===== src/rtl/fde_pkg.sv =====
// ----------------------------------------------------------------------------
// fde_pkg
// Types, constants and helpers shared by the directory entry decoder.
// ----------------------------------------------------------------------------
package fde_pkg;

   // directory counter width (8 to 32)
   localparam int COUNT_BITS = 16;
   localparam int CFG_BITS   = 16;
   localparam int IDX_BITS   = 16;
   localparam int CMP_BITS   = (COUNT_BITS > CFG_BITS) ? COUNT_BITS : CFG_BITS;
   localparam int CSR_ADDR_BITS = 8;

   localparam int QUEUE_DEPTH = 4;
   localparam int QPTR_BITS   = $clog2(QUEUE_DEPTH);

   typedef logic [COUNT_BITS-1:0] count_type;
   typedef logic [CFG_BITS-1:0]   cfg_type;
   typedef logic [CMP_BITS-1:0]   cmp_type;
   typedef logic [CSR_ADDR_BITS-1:0] csr_addr_type;

   // register indexes
   localparam csr_addr_type CSR_SKIP_COUNT  = csr_addr_type'(0);
   localparam csr_addr_type CSR_MAX_ENTRIES = csr_addr_type'(1);

   localparam cfg_type SKIP_COUNT_RESET  = '0;
   localparam cfg_type MAX_ENTRIES_RESET = '1;

   // result kinds
   localparam logic KIND_NAME = 1'b0;
   localparam logic KIND_END  = 1'b1;

   // byte codes
   localparam logic [7:0] CHAR_NUL   = 8'h00;
   localparam logic [7:0] CHAR_SPACE = 8'h20;
   localparam logic [7:0] CHAR_DOT   = 8'h2E;
   localparam logic [7:0] CHAR_DEL   = 8'hE5;
   localparam logic [7:0] ATTR_LFN   = 8'h0F;
   localparam int ATTR_VOLUME_BIT = 3;
   localparam int ATTR_DIR_BIT    = 4;

   localparam logic [3:0] NAME_MAX_LEN = 4'd12;

   // one queued beat of work for the back end
   typedef struct packed {
      logic        kind;
      logic [63:0] base;
      logic [23:0] ext;
      logic [3:0]  base_len;
      logic        has_ext;
      logic [1:0]  ext_len;
      logic        is_dir;
      logic [31:0] size;
      logic [IDX_BITS-1:0] list_index;
   } fde_entry_type;

   function automatic cmp_type count_to_cmp(count_type value);
      return cmp_type'(value);
   endfunction

   function automatic cmp_type cfg_to_cmp(cfg_type value);
      return cmp_type'(value);
   endfunction

   function automatic logic [IDX_BITS-1:0] count_to_idx(count_type value);
      logic [CMP_BITS-1:0] wide;
      wide = cmp_type'(value);
      return wide[IDX_BITS-1:0];
   endfunction

endpackage


===== src/rtl/fde_if.sv =====
// ----------------------------------------------------------------------------
// fde interfaces
// Valid/ready channels for entries, listing results and register writes.
// ----------------------------------------------------------------------------
interface fde_req_if;
   logic        valid;
   logic        ready;
   logic        dir_start;
   logic [63:0] name_base;
   logic [23:0] name_ext;
   logic [7:0]  attr_byte;
   logic [31:0] entry_size;

   modport source (output valid, dir_start, name_base, name_ext, attr_byte, entry_size,
                   input ready);
   modport sink   (input valid, dir_start, name_base, name_ext, attr_byte, entry_size,
                   output ready);
endinterface

interface fde_rsp_if;
   logic        valid;
   logic        ready;
   logic        kind;
   logic [7:0]  name_char;
   logic        last;
   logic        is_dir;
   logic [31:0] size_out;
   logic [15:0] list_index;

   modport source (output valid, kind, name_char, last, is_dir, size_out, list_index,
                   input ready);
   modport sink   (input valid, kind, name_char, last, is_dir, size_out, list_index,
                   output ready);
endinterface

interface fde_csr_if;
   logic                              valid;
   logic                              ready;
   logic [fde_pkg::CSR_ADDR_BITS-1:0] index;
   logic [fde_pkg::CFG_BITS-1:0]      data;

   modport source (output valid, index, data, input ready);
   modport sink   (input valid, index, data, output ready);
endinterface


===== src/rtl/fde_front.sv =====
// ----------------------------------------------------------------------------
// fde_front
// Accepts entries, tracks directory counters and queues listing work.
// ----------------------------------------------------------------------------
module fde_front (
   input  logic                   clock,
   input  logic                   reset,
   fde_req_if.sink                req_ch,
   fde_csr_if.sink                csr_ch,
   input  logic                   queue_full,
   output logic                   push,
   output fde_pkg::fde_entry_type push_entry
);

   fde_pkg::cfg_type   skip_count_ff, skip_count_in;
   fde_pkg::cfg_type   max_entries_ff, max_entries_in;
   fde_pkg::count_type valid_seen_ff, valid_seen_in;
   fde_pkg::count_type listed_ff, listed_in;
   logic               dir_ended_ff, dir_ended_in;

   fde_pkg::count_type vs, lc;
   logic               de, accept, blocked, skipped, first_nul;
   logic [7:0]         first;
   logic [3:0]         zero_pos, base_len;
   logic [1:0]         ezero, ext_len;
   logic               has_ext;

   assign csr_ch.ready = 1'b1;
   assign req_ch.ready = !queue_full;
   assign accept       = req_ch.valid && req_ch.ready;
   assign first        = req_ch.name_base[7:0];

   // name lengths: base up to first NUL, trailing spaces dropped; same for extension
   always_comb begin
      zero_pos = 4'd8;
      for (int i = 7; i >= 0; i--) begin
         if (req_ch.name_base[8*i +: 8] == fde_pkg::CHAR_NUL) zero_pos = 4'(i);
      end
      base_len = 4'd0;
      for (int i = 0; i < 8; i++) begin
         if (4'(i) < zero_pos && req_ch.name_base[8*i +: 8] != fde_pkg::CHAR_SPACE)
            base_len = 4'(i + 1);
      end
      has_ext = req_ch.name_ext[7:0] != fde_pkg::CHAR_SPACE;
      ezero = 2'd3;
      for (int i = 2; i >= 0; i--) begin
         if (req_ch.name_ext[8*i +: 8] == fde_pkg::CHAR_NUL) ezero = 2'(i);
      end
      ext_len = 2'd0;
      for (int i = 0; i < 3; i++) begin
         if (has_ext && 2'(i) < ezero && req_ch.name_ext[8*i +: 8] != fde_pkg::CHAR_SPACE)
            ext_len = 2'(i + 1);
      end
   end

   always_comb begin
      vs = req_ch.dir_start ? '0 : valid_seen_ff;
      lc = req_ch.dir_start ? '0 : listed_ff;
      de = req_ch.dir_start ? 1'b0 : dir_ended_ff;
      blocked   = de || (fde_pkg::count_to_cmp(lc) >= fde_pkg::cfg_to_cmp(max_entries_ff));
      first_nul = first == fde_pkg::CHAR_NUL;
      skipped   = first == fde_pkg::CHAR_DEL || req_ch.attr_byte == fde_pkg::ATTR_LFN ||
                  req_ch.attr_byte[fde_pkg::ATTR_VOLUME_BIT];

      valid_seen_in = valid_seen_ff;
      listed_in     = listed_ff;
      dir_ended_in  = dir_ended_ff;
      push          = 1'b0;

      push_entry.kind       = fde_pkg::KIND_NAME;
      push_entry.base       = req_ch.name_base;
      push_entry.ext        = req_ch.name_ext;
      push_entry.base_len   = base_len;
      push_entry.has_ext    = has_ext;
      push_entry.ext_len    = ext_len;
      push_entry.is_dir     = req_ch.attr_byte[fde_pkg::ATTR_DIR_BIT];
      push_entry.size       = req_ch.entry_size;
      push_entry.list_index = fde_pkg::count_to_idx(lc);

      if (accept) begin
         valid_seen_in = vs;
         listed_in     = lc;
         dir_ended_in  = de;
         if (!blocked && first_nul) begin
            dir_ended_in        = 1'b1;
            push                = 1'b1;
            push_entry.kind     = fde_pkg::KIND_END;
            push_entry.base_len = 4'd0;
            push_entry.has_ext  = 1'b0;
            push_entry.ext_len  = 2'd0;
            push_entry.is_dir   = 1'b0;
            push_entry.size     = '0;
         end else if (!blocked && !skipped) begin
            if (fde_pkg::count_to_cmp(vs) >= fde_pkg::cfg_to_cmp(skip_count_ff)) begin
               push = 1'b1;
               if (lc != '1) listed_in = lc + 1'b1;
            end
            if (vs != '1) valid_seen_in = vs + 1'b1;
         end
      end
   end

   always_comb begin
      skip_count_in  = skip_count_ff;
      max_entries_in = max_entries_ff;
      if (csr_ch.valid && csr_ch.ready) begin
         case (csr_ch.index)
            fde_pkg::CSR_SKIP_COUNT:  skip_count_in  = csr_ch.data;
            fde_pkg::CSR_MAX_ENTRIES: max_entries_in = csr_ch.data;
            default: ;
         endcase
      end
   end

   always_ff @(posedge clock) begin
      if (reset) begin
         skip_count_ff  <= fde_pkg::SKIP_COUNT_RESET;
         max_entries_ff <= fde_pkg::MAX_ENTRIES_RESET;
         valid_seen_ff  <= '0;
         listed_ff      <= '0;
         dir_ended_ff   <= 1'b0;
      end else begin
         skip_count_ff  <= skip_count_in;
         max_entries_ff <= max_entries_in;
         valid_seen_ff  <= valid_seen_in;
         listed_ff      <= listed_in;
         dir_ended_ff   <= dir_ended_in;
      end
   end

endmodule


===== src/rtl/fde_queue.sv =====
// ----------------------------------------------------------------------------
// fde_queue
// Small FIFO of listing work between the front and back ends.
// ----------------------------------------------------------------------------
module fde_queue (
   input  logic                   clock,
   input  logic                   reset,
   input  logic                   push,
   input  fde_pkg::fde_entry_type push_entry,
   input  logic                   pop,
   output fde_pkg::fde_entry_type head,
   output logic                   empty,
   output logic                   full
);

   fde_pkg::fde_entry_type slots_ff [fde_pkg::QUEUE_DEPTH];
   logic [fde_pkg::QPTR_BITS-1:0] wr_ptr_ff, wr_ptr_in, rd_ptr_ff, rd_ptr_in;
   logic [fde_pkg::QPTR_BITS:0]   count_ff, count_in;
   logic                          do_push, do_pop;

   assign empty   = count_ff == '0;
   assign full    = count_ff == (fde_pkg::QPTR_BITS+1)'(fde_pkg::QUEUE_DEPTH);
   assign do_push = push && !full;
   assign do_pop  = pop && !empty;
   assign head    = slots_ff[rd_ptr_ff];

   always_comb begin
      wr_ptr_in = do_push ? wr_ptr_ff + 1'b1 : wr_ptr_ff;
      rd_ptr_in = do_pop  ? rd_ptr_ff + 1'b1 : rd_ptr_ff;
      count_in  = count_ff;
      if (do_push && !do_pop) count_in = count_ff + 1'b1;
      else if (do_pop && !do_push) count_in = count_ff - 1'b1;
   end

   always_ff @(posedge clock) begin
      if (do_push) slots_ff[wr_ptr_ff] <= push_entry;
   end

   always_ff @(posedge clock) begin
      if (reset) begin
         wr_ptr_ff <= '0;
         rd_ptr_ff <= '0;
         count_ff  <= '0;
      end else begin
         wr_ptr_ff <= wr_ptr_in;
         rd_ptr_ff <= rd_ptr_in;
         count_ff  <= count_in;
      end
   end

endmodule


===== src/rtl/fde_back.sv =====
// ----------------------------------------------------------------------------
// fde_back
// Walks the queued entry one character per beat into the output register.
// ----------------------------------------------------------------------------
module fde_back (
   input  logic                   clock,
   input  logic                   reset,
   input  fde_pkg::fde_entry_type head,
   input  logic                   empty,
   output logic                   pop,
   fde_rsp_if.source              rsp_ch
);

   logic [3:0]  pos_ff, pos_in;
   logic        valid_ff, valid_in;
   logic        kind_ff, last_ff, is_dir_ff;
   logic [7:0]  char_ff;
   logic [31:0] size_ff;
   logic [15:0] idx_ff;

   logic        load, is_last;
   logic [3:0]  name_len, last_pos, ext_off;
   logic [7:0]  char_sel;

   assign load = !empty && (!valid_ff || rsp_ch.ready);

   always_comb begin
      name_len = head.base_len + {3'd0, head.has_ext} + {2'd0, head.ext_len};
      // a full-length name carries no terminator beat
      last_pos = (name_len < fde_pkg::NAME_MAX_LEN) ? name_len : name_len - 4'd1;
      is_last  = pos_ff == last_pos;
      ext_off  = pos_ff - head.base_len - 4'd1;
      char_sel = fde_pkg::CHAR_NUL;
      if (pos_ff < head.base_len)
         char_sel = head.base[8*pos_ff[2:0] +: 8];
      else if (head.has_ext && pos_ff == head.base_len)
         char_sel = fde_pkg::CHAR_DOT;
      else if (head.has_ext && ext_off < {2'd0, head.ext_len})
         char_sel = head.ext[8*ext_off[1:0] +: 8];
      pop = load && is_last;
   end

   always_comb begin
      pos_in   = pos_ff;
      valid_in = valid_ff;
      if (rsp_ch.ready) valid_in = 1'b0;
      if (load) begin
         valid_in = 1'b1;
         pos_in   = is_last ? 4'd0 : pos_ff + 4'd1;
      end
   end

   always_ff @(posedge clock) begin
      if (reset) begin
         pos_ff   <= 4'd0;
         valid_ff <= 1'b0;
      end else begin
         pos_ff   <= pos_in;
         valid_ff <= valid_in;
      end
   end

   always_ff @(posedge clock) begin
      if (load) begin
         kind_ff   <= head.kind;
         char_ff   <= char_sel;
         last_ff   <= is_last;
         is_dir_ff <= head.is_dir;
         size_ff   <= head.size;
         idx_ff    <= head.list_index;
      end
   end

   assign rsp_ch.valid      = valid_ff;
   assign rsp_ch.kind       = kind_ff;
   assign rsp_ch.name_char  = char_ff;
   assign rsp_ch.last       = last_ff;
   assign rsp_ch.is_dir     = is_dir_ff;
   assign rsp_ch.size_out   = size_ff;
   assign rsp_ch.list_index = idx_ff;

endmodule


===== src/rtl/fat_dir_entry_decoder_core.sv =====
// ----------------------------------------------------------------------------
// fat_dir_entry_decoder_core
// FAT 8.3 directory lister: one entry per beat in, one name character out.
// ----------------------------------------------------------------------------
// The front end accepts one directory entry per cycle whenever its four-deep
// work queue has room, updates the directory counters and drops deleted, long
// name, volume label, passed-over and post-end entries on the spot. The back
// end drains the queue into a registered output, one result per cycle
// while the output is ready: one beat per name character plus a NUL beat
// unless the name is full length, a single beat per end marker and none
// for a dropped entry. Registers are written through the csr
// channel, which is always ready; write them only while the block is idle.
module fat_dir_entry_decoder_core (
   input  logic      clock,
   input  logic      reset,
   fde_req_if.sink   req_ch,
   fde_rsp_if.source rsp_ch,
   fde_csr_if.sink   csr_ch
);

   fde_pkg::fde_entry_type push_entry, head;
   logic push, pop, empty, full;

   fde_front u_front (
      .clock      (clock),
      .reset      (reset),
      .req_ch     (req_ch),
      .csr_ch     (csr_ch),
      .queue_full (full),
      .push       (push),
      .push_entry (push_entry)
   );

   fde_queue u_queue (
      .clock      (clock),
      .reset      (reset),
      .push       (push),
      .push_entry (push_entry),
      .pop        (pop),
      .head       (head),
      .empty      (empty),
      .full       (full)
   );

   fde_back u_back (
      .clock  (clock),
      .reset  (reset),
      .head   (head),
      .empty  (empty),
      .pop    (pop),
      .rsp_ch (rsp_ch)
   );

endmodule


===== src/flat_wrapper.sv =====
// flat-port wrapper written by rule: the top's interface ports become plain ports
module fat_dir_entry_decoder_core_flat 
  (clock, reset, req_ch_valid, req_ch_dir_start, req_ch_name_base, req_ch_name_ext, req_ch_attr_byte, req_ch_entry_size, req_ch_ready, rsp_ch_valid, rsp_ch_kind, rsp_ch_name_char, rsp_ch_last, rsp_ch_is_dir, rsp_ch_size_out, rsp_ch_list_index, rsp_ch_ready, csr_ch_valid, csr_ch_index, csr_ch_data, csr_ch_ready);
  fde_req_if req_ch_i ();
  fde_rsp_if rsp_ch_i ();
  fde_csr_if csr_ch_i ();
  input  logic clock;
  input  logic reset;
  input wire logic [$bits(req_ch_i.valid)-1:0] req_ch_valid;
  input wire logic [$bits(req_ch_i.dir_start)-1:0] req_ch_dir_start;
  input wire logic [$bits(req_ch_i.name_base)-1:0] req_ch_name_base;
  input wire logic [$bits(req_ch_i.name_ext)-1:0] req_ch_name_ext;
  input wire logic [$bits(req_ch_i.attr_byte)-1:0] req_ch_attr_byte;
  input wire logic [$bits(req_ch_i.entry_size)-1:0] req_ch_entry_size;
  output wire logic [$bits(req_ch_i.ready)-1:0] req_ch_ready;
  output wire logic [$bits(rsp_ch_i.valid)-1:0] rsp_ch_valid;
  output wire logic [$bits(rsp_ch_i.kind)-1:0] rsp_ch_kind;
  output wire logic [$bits(rsp_ch_i.name_char)-1:0] rsp_ch_name_char;
  output wire logic [$bits(rsp_ch_i.last)-1:0] rsp_ch_last;
  output wire logic [$bits(rsp_ch_i.is_dir)-1:0] rsp_ch_is_dir;
  output wire logic [$bits(rsp_ch_i.size_out)-1:0] rsp_ch_size_out;
  output wire logic [$bits(rsp_ch_i.list_index)-1:0] rsp_ch_list_index;
  input wire logic [$bits(rsp_ch_i.ready)-1:0] rsp_ch_ready;
  input wire logic [$bits(csr_ch_i.valid)-1:0] csr_ch_valid;
  input wire logic [$bits(csr_ch_i.index)-1:0] csr_ch_index;
  input wire logic [$bits(csr_ch_i.data)-1:0] csr_ch_data;
  output wire logic [$bits(csr_ch_i.ready)-1:0] csr_ch_ready;
  assign req_ch_i.valid = req_ch_valid;
  assign req_ch_i.dir_start = req_ch_dir_start;
  assign req_ch_i.name_base = req_ch_name_base;
  assign req_ch_i.name_ext = req_ch_name_ext;
  assign req_ch_i.attr_byte = req_ch_attr_byte;
  assign req_ch_i.entry_size = req_ch_entry_size;
  assign req_ch_ready = req_ch_i.ready;
  assign rsp_ch_valid = rsp_ch_i.valid;
  assign rsp_ch_kind = rsp_ch_i.kind;
  assign rsp_ch_name_char = rsp_ch_i.name_char;
  assign rsp_ch_last = rsp_ch_i.last;
  assign rsp_ch_is_dir = rsp_ch_i.is_dir;
  assign rsp_ch_size_out = rsp_ch_i.size_out;
  assign rsp_ch_list_index = rsp_ch_i.list_index;
  assign rsp_ch_i.ready = rsp_ch_ready;
  assign csr_ch_i.valid = csr_ch_valid;
  assign csr_ch_i.index = csr_ch_index;
  assign csr_ch_i.data = csr_ch_data;
  assign csr_ch_ready = csr_ch_i.ready;
  fat_dir_entry_decoder_core u_core (.clock(clock), .reset(reset), .req_ch(req_ch_i), .rsp_ch(rsp_ch_i), .csr_ch(csr_ch_i));
endmodule

===== config.mk =====
export PLATFORM = sky130hd
export DESIGN_NAME = fat_dir_entry_decoder_core_flat
export DESIGN_NICKNAME = d
export VERILOG_FILES = /design/src/rtl/fde_pkg.sv /design/src/rtl/fde_if.sv /design/src/rtl/fde_front.sv /design/src/rtl/fde_queue.sv /design/src/rtl/fde_back.sv /design/src/rtl/fat_dir_entry_decoder_core.sv /design/src/flat_wrapper.sv
export SDC_FILE = /design/constraint.sdc
export NUM_CORES = 1
export LEC_CHECK = 0
export ABC_CLOCK_PERIOD_IN_PS = 8200
export BUFFER_PORTS_ARGS = -buffer_cell sky130_fd_sc_hd__buf_4
export CAP_MARGIN = 0
export CELL_PAD_IN_SITES_DETAIL_PLACEMENT = 1
export CELL_PAD_IN_SITES_GLOBAL_PLACEMENT = 1
export CORE_ASPECT_RATIO = 0.7
export CORE_MARGIN = 5
export CORE_UTILIZATION = 47
export DETAILED_ROUTE_END_ITERATION = 10
export PLACE_DENSITY = 0.82
export REMOVE_ABC_BUFFERS = 1
export SYNTH_ARGS = -nofsm -noshare
export SYNTH_HDL_FRONTEND = slang
export SYNTH_SLANG_ARGS = --single-unit
export TNS_END_PERCENT = 100

===== constraint.sdc =====
create_clock -name clock -period 8.2 [get_ports clock]
set_input_delay 1.64 -clock clock [delete_from_list [all_inputs] [get_ports clock]]
set_output_delay 1.64 -clock clock [all_outputs]
set_load 0.05 [all_outputs]

After elaboration in Yosys (flattened, before gate mapping)
Memories as Yosys holds them, arrays and structs flattened. A register that Yosys moved wholly into a read port is not among the register bits. Cells that the tools add are included.

$add $sub $neg: 12. $lt $le $gt $ge: 16. Equality and inequality tests: 19. Shift-type cells: 2. Multiplexer cells: 54. Reductions and logical operators: 53.

Operators with widths (count): $mux W16 (9); $logic_not A8 Y1 (12); $ne A8 B6 Y1 const B (11); $mux W40 (2); $mux W4 (17); $shiftx A64 B7 Y8 (1); $add A16 B1 Y16 const B (2); $ge A16 B16 Y1 (2); $ne A16 B16 Y1 const B (2); $logic_and A1 B1 Y1 (25); $mux W8 (3); $shiftx A24 B6 Y8 (1); $lt A3 B4 Y1 const A (4); $mux W1 (15); $mux W2 (6); $eq A4 B4 Y1 (2); $eq A8 B1 Y1 const B (1); $eq A8 B4 Y1 const B (1); $eq A8 B8 Y1 const B (1); $lt A1 B4 Y1 const A (2); $lt A2 B4 Y1 const A (2); $sub A4 B1 Y4 const B (2); $logic_not A1 Y1 (7); $mux W3 (2); other kinds (17) (24).

Bits in registers: 136. Memory bits (writable): 580. Input bits: 158. Output and inout bits: 62. Logic and storage cells: 173. Memories: 1.

Memory list: u_core.u_queue.slots_ff (words 4, width 145, read ports 1, clocked after memory_dff 1, wr ports 1, line fde_queue.sv:16) `fde_pkg::fde_entry_type slots_ff [fde_pkg::QUEUE_DEPTH];`.

Longest topological paths before layout
Depth in word-level cells: 21. Gate-level depth with buffers: 22. Depth with buffers taken out: 18.

Cells and area by module
Synthesis repeated with hierarchy kept, for this count alone.

Cells, all modules: 1759. Area total of the unflattened synthesis: 30245.3 um2.

Modules (own cells, without submodules): fde_queue (times used 1, cells an instance 805, area an instance 21348.0 um2, seq. area each 17596.9 um2); fde_front (times used 1, cells an instance 731, area an instance 5572.8 um2, seq. area each 1301.2 um2); fde_back (times used 1, cells an instance 223, area an instance 3324.4 um2, seq. area each 1871.8 um2).

Least setup slack after synthesis
No wires, ideal clock.

Path type: input -> register. From: input req_ch_dir_start. To: memory u_core.u_queue.slots_ff[0][0] in the netlist's numbering, enable pin. Library setup time: 0.522 ns. Data arrival time: 7.753 ns. Required time: 7.678 ns. Path slack: -0.075 ns. Stages on the path: 14. Buffers on the path: 4. Cell sequence: clkbuf_2 -> clkbuf_1 -> clkbuf_1 -> nor2b_1 -> ha_1 -> a21o_1 -> a21o_1 -> a21oi_1 -> and3b_1 -> a221o_1 -> buf_2 -> nand2_1 -> nor3_1 -> and2_1.

RTL lines: start, declared (line flat_wrapper.sv:10) `input wire logic [$bits(req_ch_i.dir_start)-1:0] req_ch_dir_start;`; end, declared (line fde_queue.sv:16).

Worst setup path in the final report
From: input req_ch_dir_start. To: memory u_core.u_queue.slots_ff[1][129] in the netlist's numbering, enable pin.

Cells in the longest elaborated chain, start to end: 11.

RTL lines: $mux W16 (line fde_front.sv:58) `lc = req_ch.dir_start ? '0 : listed_ff;`; $ge A16 B16 Y1 (line fde_front.sv:60) `blocked = de || (fde_pkg::count_to_cmp(lc) >= fde_pkg::cfg_to_cmp(max_entries_ff));`; $logic_or A1 B1 Y1 (line fde_front.sv:60); $logic_not A1 Y1 (line fde_front.sv:84, fde_front.sv:93); $logic_and A1 B1 Y1 (line fde_front.sv:93) `end else if (!blocked && !skipped) begin`; $mux W1 (line fde_front.sv:93); $mux W1 (*) (line fde_front.sv:84) `if (!blocked && first_nul) begin`; $mux W1 (*) (line fde_front.sv:80) `if (accept) begin`; $logic_and A1 B1 Y1 (*) (line fde_queue.sv:23) `assign do_push = push && !full;`; named net u_core.u_queue.do_push (line fde_queue.sv:19) `logic do_push, do_pop;`; $mux W1 (*) (line fde_queue.sv:36) `if (do_push) slots_ff[wr_ptr_ff] <= push_entry;`; $mux W1 (implied by the code) (*) (line fde_queue.sv:36).

Mark *: on every way through the listed nets, which the timed path passes. The rest lies on a longest branch.

==> flow_summary_export.csv <==
group,metric,value,unit
routing,antenna_left,0,
clocking,cts.sinks,718,
logic_synthesis,ys_ff_latch,718,
routing,drc,0,
routing,routed_wl,69700,microns
logic_synthesis,postSynthAreaPerCell,17.6,sq um
cells_and_area,insertedDiodeCount,0,
pwr,power_density,291,nW/um^2
clocking,ctsHtreeMaxLevel,3,
sta,fin_crit_sh,0.690,
clocking,ctsResizeCount,0,
die,dieArea,67200,sq um
critical_path,rr_endpoint,"u_core.u_queue.count_ff[2]",
hold_path,hp-start,"u_core.u_front.listed_ff[1]",
routing,via_per_inst,5.79,
logic_synthesis,yosys.area_share.simple,0.0691,
pwr,seq_power_share,0.457,
sta,period_needed,5660,ps
sta,slew_headroom,0.250,
sta,fin_tns_setup,0,ps
critical_path,worstPathMaxFanout,47,
cells_and_area,drive_above_1_share,0.269,
grt,grt_overflow_total,0,
logic_synthesis,synth_top_family_by_area,"multiplexers",
clocking,holdBufCountCts,0,
grt,grt_pass1_vias,17069,
logic_synthesis,synth_flop_cell,"edfxtp_1",
place,hpwl,44500,microns
pwr,p_total,9.91,mW
clocking,cts_buffers,72,
critical_path,setup.reg_to_reg.worst_slack,2690,ps
die,boundaryPins,220,
cells_and_area,instances_no_fill,2751,
routing,dr.pass1.iters,5,
clocking,cts_setup_buffers,0,
place,dpl.cell_count,2626,
logic_synthesis,synth_area_leaders,"edfxtp_1 66%, mux4_2 12%, dfxtp_1 5.4%, ha_1 2.0%, nor2b_1 1.5%",
place,place.gp.congestion,0.762,
sta,fmax,0.177,GHz
logic_synthesis,synth_seq_area_share,0.712,
critical_path,reg2reg_depth,18,
logic_synthesis,yosys.area_share.xor_xnor,0.00510,
logic_synthesis,synth_warnings,0,
hold_path,worstHoldEndpoint,"u_core.u_front.listed_ff[1]",
pwr,p_int,6.98,mW
hold_path,min_path_cells,2,
logic_synthesis,synth_top_cell_by_area,"edfxtp_1",
pwr,p_clk_frac,0.325,
sta,setup-violations-final,0,
clocking,path_clk_slew,60,ps
status,run_status,"complete, no violations",
grt,grt_pass1_wl,106000,microns
sta,fin_skew,25.2,ps
die,die_h,218,microns
logic_synthesis,synth_edf_count,639,
place,portBuffers,212,
grt,antenna_found_initial,6,
grt,grt_usage,0.207,
die,die_width,308,microns
critical_path,crit_required,8430,ps
hold_path,hold_path_class,"reg -> reg",
logic_synthesis,syn-cell-area,29200,sq um
critical_path,worstPathArrival,5890,ps
cells_and_area,nNetsFinal,2090,
clocking,cts-root-buf,"clkbuf_16",
logic_synthesis,async_reset_ff_frac,0,
sta,maxSlewViolCount,0,
sta,hold_viol,0,
cells_and_area,syn2layout_area_growth,16.6,%
flow_run,max-cap-violations,0,
routing,via_count,15928,
die,initial_core_util,0.474,
logic_synthesis,syn_inst,1654,
cells_and_area,design_area,34000,sq um
clocking,clock_path_buffers,3,
die,num_rows,76,
clocking,cts_tree,"done",
logic_synthesis,synthMuxAreaShare,0.138,
pwr,irDropWorstVdd,0.211,mV
critical_path,path_class,"in -> reg",
place,postPlaceCellArea,31700,sq um
pwr,netSwitchingFraction,0.296,
logic_synthesis,synth-compound-area-share,0.0345,
critical_path,start_kind,"input pin",
logic_synthesis,synthAdderAreaFrac,0.0229,
critical_path,crit_path_end_kind,"register",
pwr,power_switching,2.93,mW
routing,drt_iter0_markers,1354,
die,core_area,61500,sq um
pwr,combPwrFrac,0.217,
sta,worstMarginPinSlew,1120,ps
clocking,clock_latency,610,ps
pwr,power_leakage,11.6,nW
grt,grt_max_degree,97,
logic_synthesis,ys_types,63,
sta,rsz0062_at_grt,"no",
logic_synthesis,synth_top_area_share,0.658,
routing,wire_per_inst,25.3,microns
## placed cells by master (no fill, tap or decap), types with 5 or more instances in the layout
cell / synthesis / layout
a21o_1: 14 / 14
a21oi_1: 51 / 51
a311oi_1: 11 / 11
a31oi_1: 9 / 9
a41o_1: 11 / 11
and2_1: 13 / 9
and3_1: 18 / 18
buf_12: 0 / 6
buf_4: 2 / 228
bufinv_16: 0 / 6
clkbuf_1: 44 / 11
clkbuf_16: 0 / 73
clkinv_1: 1 / 18
clkinv_2: 0 / 6
dfxtp_1: 79 / 76
edfxtp_1: 639 / 639
ha_1: 47 / 47
inv_1: 48 / 47
mux2_2: 8 / 8
mux2i_1: 34 / 34
mux4_2: 160 / 160
nand2_1: 101 / 101
nand2b_1: 10 / 10
nand3_1: 18 / 18
nand3b_1: 18 / 18
nand4_1: 20 / 20
nor2_1: 59 / 59
nor2b_1: 69 / 68
nor3_1: 20 / 20
nor4_1: 11 / 11
o21ai_0: 23 / 23
o221ai_1: 5 / 5
or3_1: 7 / 7
xnor2_1: 13 / 13
## worst max-delay path, cell delays in order
cell and delay [ps]:
buf_4 230, nor2b_1 800, ha_1 380, nor2_1 100, nor2_1 40, o31ai_1 80, a221o_1 520, nand2_1 250
nor3_1 280, buf_4 210, and2_4 730, buf_4 560
## layer usage
metal,vias up,share of wire,track usage
met5,-,0.0011,0
met4,12,0.019,0.0482
met3,103,0.059,0.0442
met2,487,0.49,0.340
met1,8323,0.43,0.288
li1,7003,-,-
## through the flow
step                 util  setup slack (ps)  hold slack, ps
finish              0.553              2540             473
floorplan               -             -2350             430
global placement    0.515              1910             445
CTS                 0.553              2470             476
detailed placement  0.515              1830             466
global route        0.553              2190             502
## area by class of cell
| cell class | instances | area, sq um |
|---|---|---|
| tap | 819 | 1020 |
| fill | 5562 | 27500 |
| sequential | 718 | 20800 |
| clock buffer | 86 | 1900 |
| clock inverter | 39 | 404 |
| multi-input combinational | 805 | 7890 |
| inverter | 50 | 188 |
| timing repair buffer | 234 | 1830 |
## synthesized netlist by cell type, types with 5 or more instances
cell type / count
edfxtp_1: 639
mux4_2: 160
nand2_1: 101
dfxtp_1: 79
nor2b_1: 69
nor2_1: 59
a21oi_1: 51
inv_1: 48
ha_1: 47
clkbuf_1: 44
mux2i_1: 34
buf_1: 23
o21ai_0: 23
nand4_1: 20
nor3_1: 20
and3_1: 18
nand3_1: 18
nand3b_1: 18
a21o_1: 14
and2_1: 13
xnor2_1: 13
a311oi_1: 11
a41o_1: 11
nor4_1: 11
nand2b_1: 10
a31oi_1: 9
buf_2: 9
mux2_2: 8
or3_1: 7
o221ai_1: 5
## power groups by stage
stage / clock network, mW / registers, mW / logic, mW
detailed placement: 0 / 4.61 / 2.16
global route: 3.49 / 4.56 / 2.27
CTS: 3.30 / 4.54 / 2.18
floorplan: 0 / 5.21 / 0.889
global placement: 0 / 4.59 / 2.11
finish: 3.23 / 4.53 / 2.16
## sequential cells by signal, indices dropped and copies added (netlist names), named ones only
name and cells:
u_core.u_back.pos_ff 4, u_core.u_back.rsp_ch.is_dir 1, u_core.u_back.rsp_ch.kind 1, u_core.u_back.rsp_ch.last 1
u_core.u_back.rsp_ch.list_index 16, u_core.u_back.rsp_ch.name_char 8, u_core.u_back.rsp_ch.size_out 32, u_core.u_back.rsp_ch.valid 1
u_core.u_front.dir_ended_ff 1, u_core.u_front.listed_ff 16, u_core.u_front.max_entries_ff 16, u_core.u_front.skip_count_ff 16
u_core.u_front.valid_seen_ff 16, u_core.u_queue.count_ff 3, u_core.u_queue.rd_ptr_ff 2, u_core.u_queue.slots_ff 580
u_core.u_queue.wr_ptr_ff 2
## logic make-up (layout without fill, tap and decap cells)
family          Yosys count  after routing
other cells               1              1
simple gates            384            384
flops                   718            718
buf+inv                 131            409
xor+xnor                 17             17
mux                     202            202
fa+ha+maj                51             51
compound gates          150            150
## how the worst max path moves through the flow
stage | from | to | slack (ps) | cells past startpoint
after global placement | req_ch_dir_start | u_core.u_queue.slots_ff[1][128] | 1910 | 14
after detailed placement | req_ch_dir_start | u_core.u_queue.slots_ff[1][128] | 1830 | 12
after CTS | req_ch_dir_start | u_core.u_queue.slots_ff[1][129] | 2470 | 12
final | req_ch_dir_start | u_core.u_queue.slots_ff[1][129] | 2540 | 12
after global routing | req_ch_dir_start | u_core.u_queue.slots_ff[1][129] | 2190 | 14
after floorplan | register | u_core.u_queue.count_ff[2] | -2350 | 16
No activity file was read; power rests on OpenSTA's default activity.
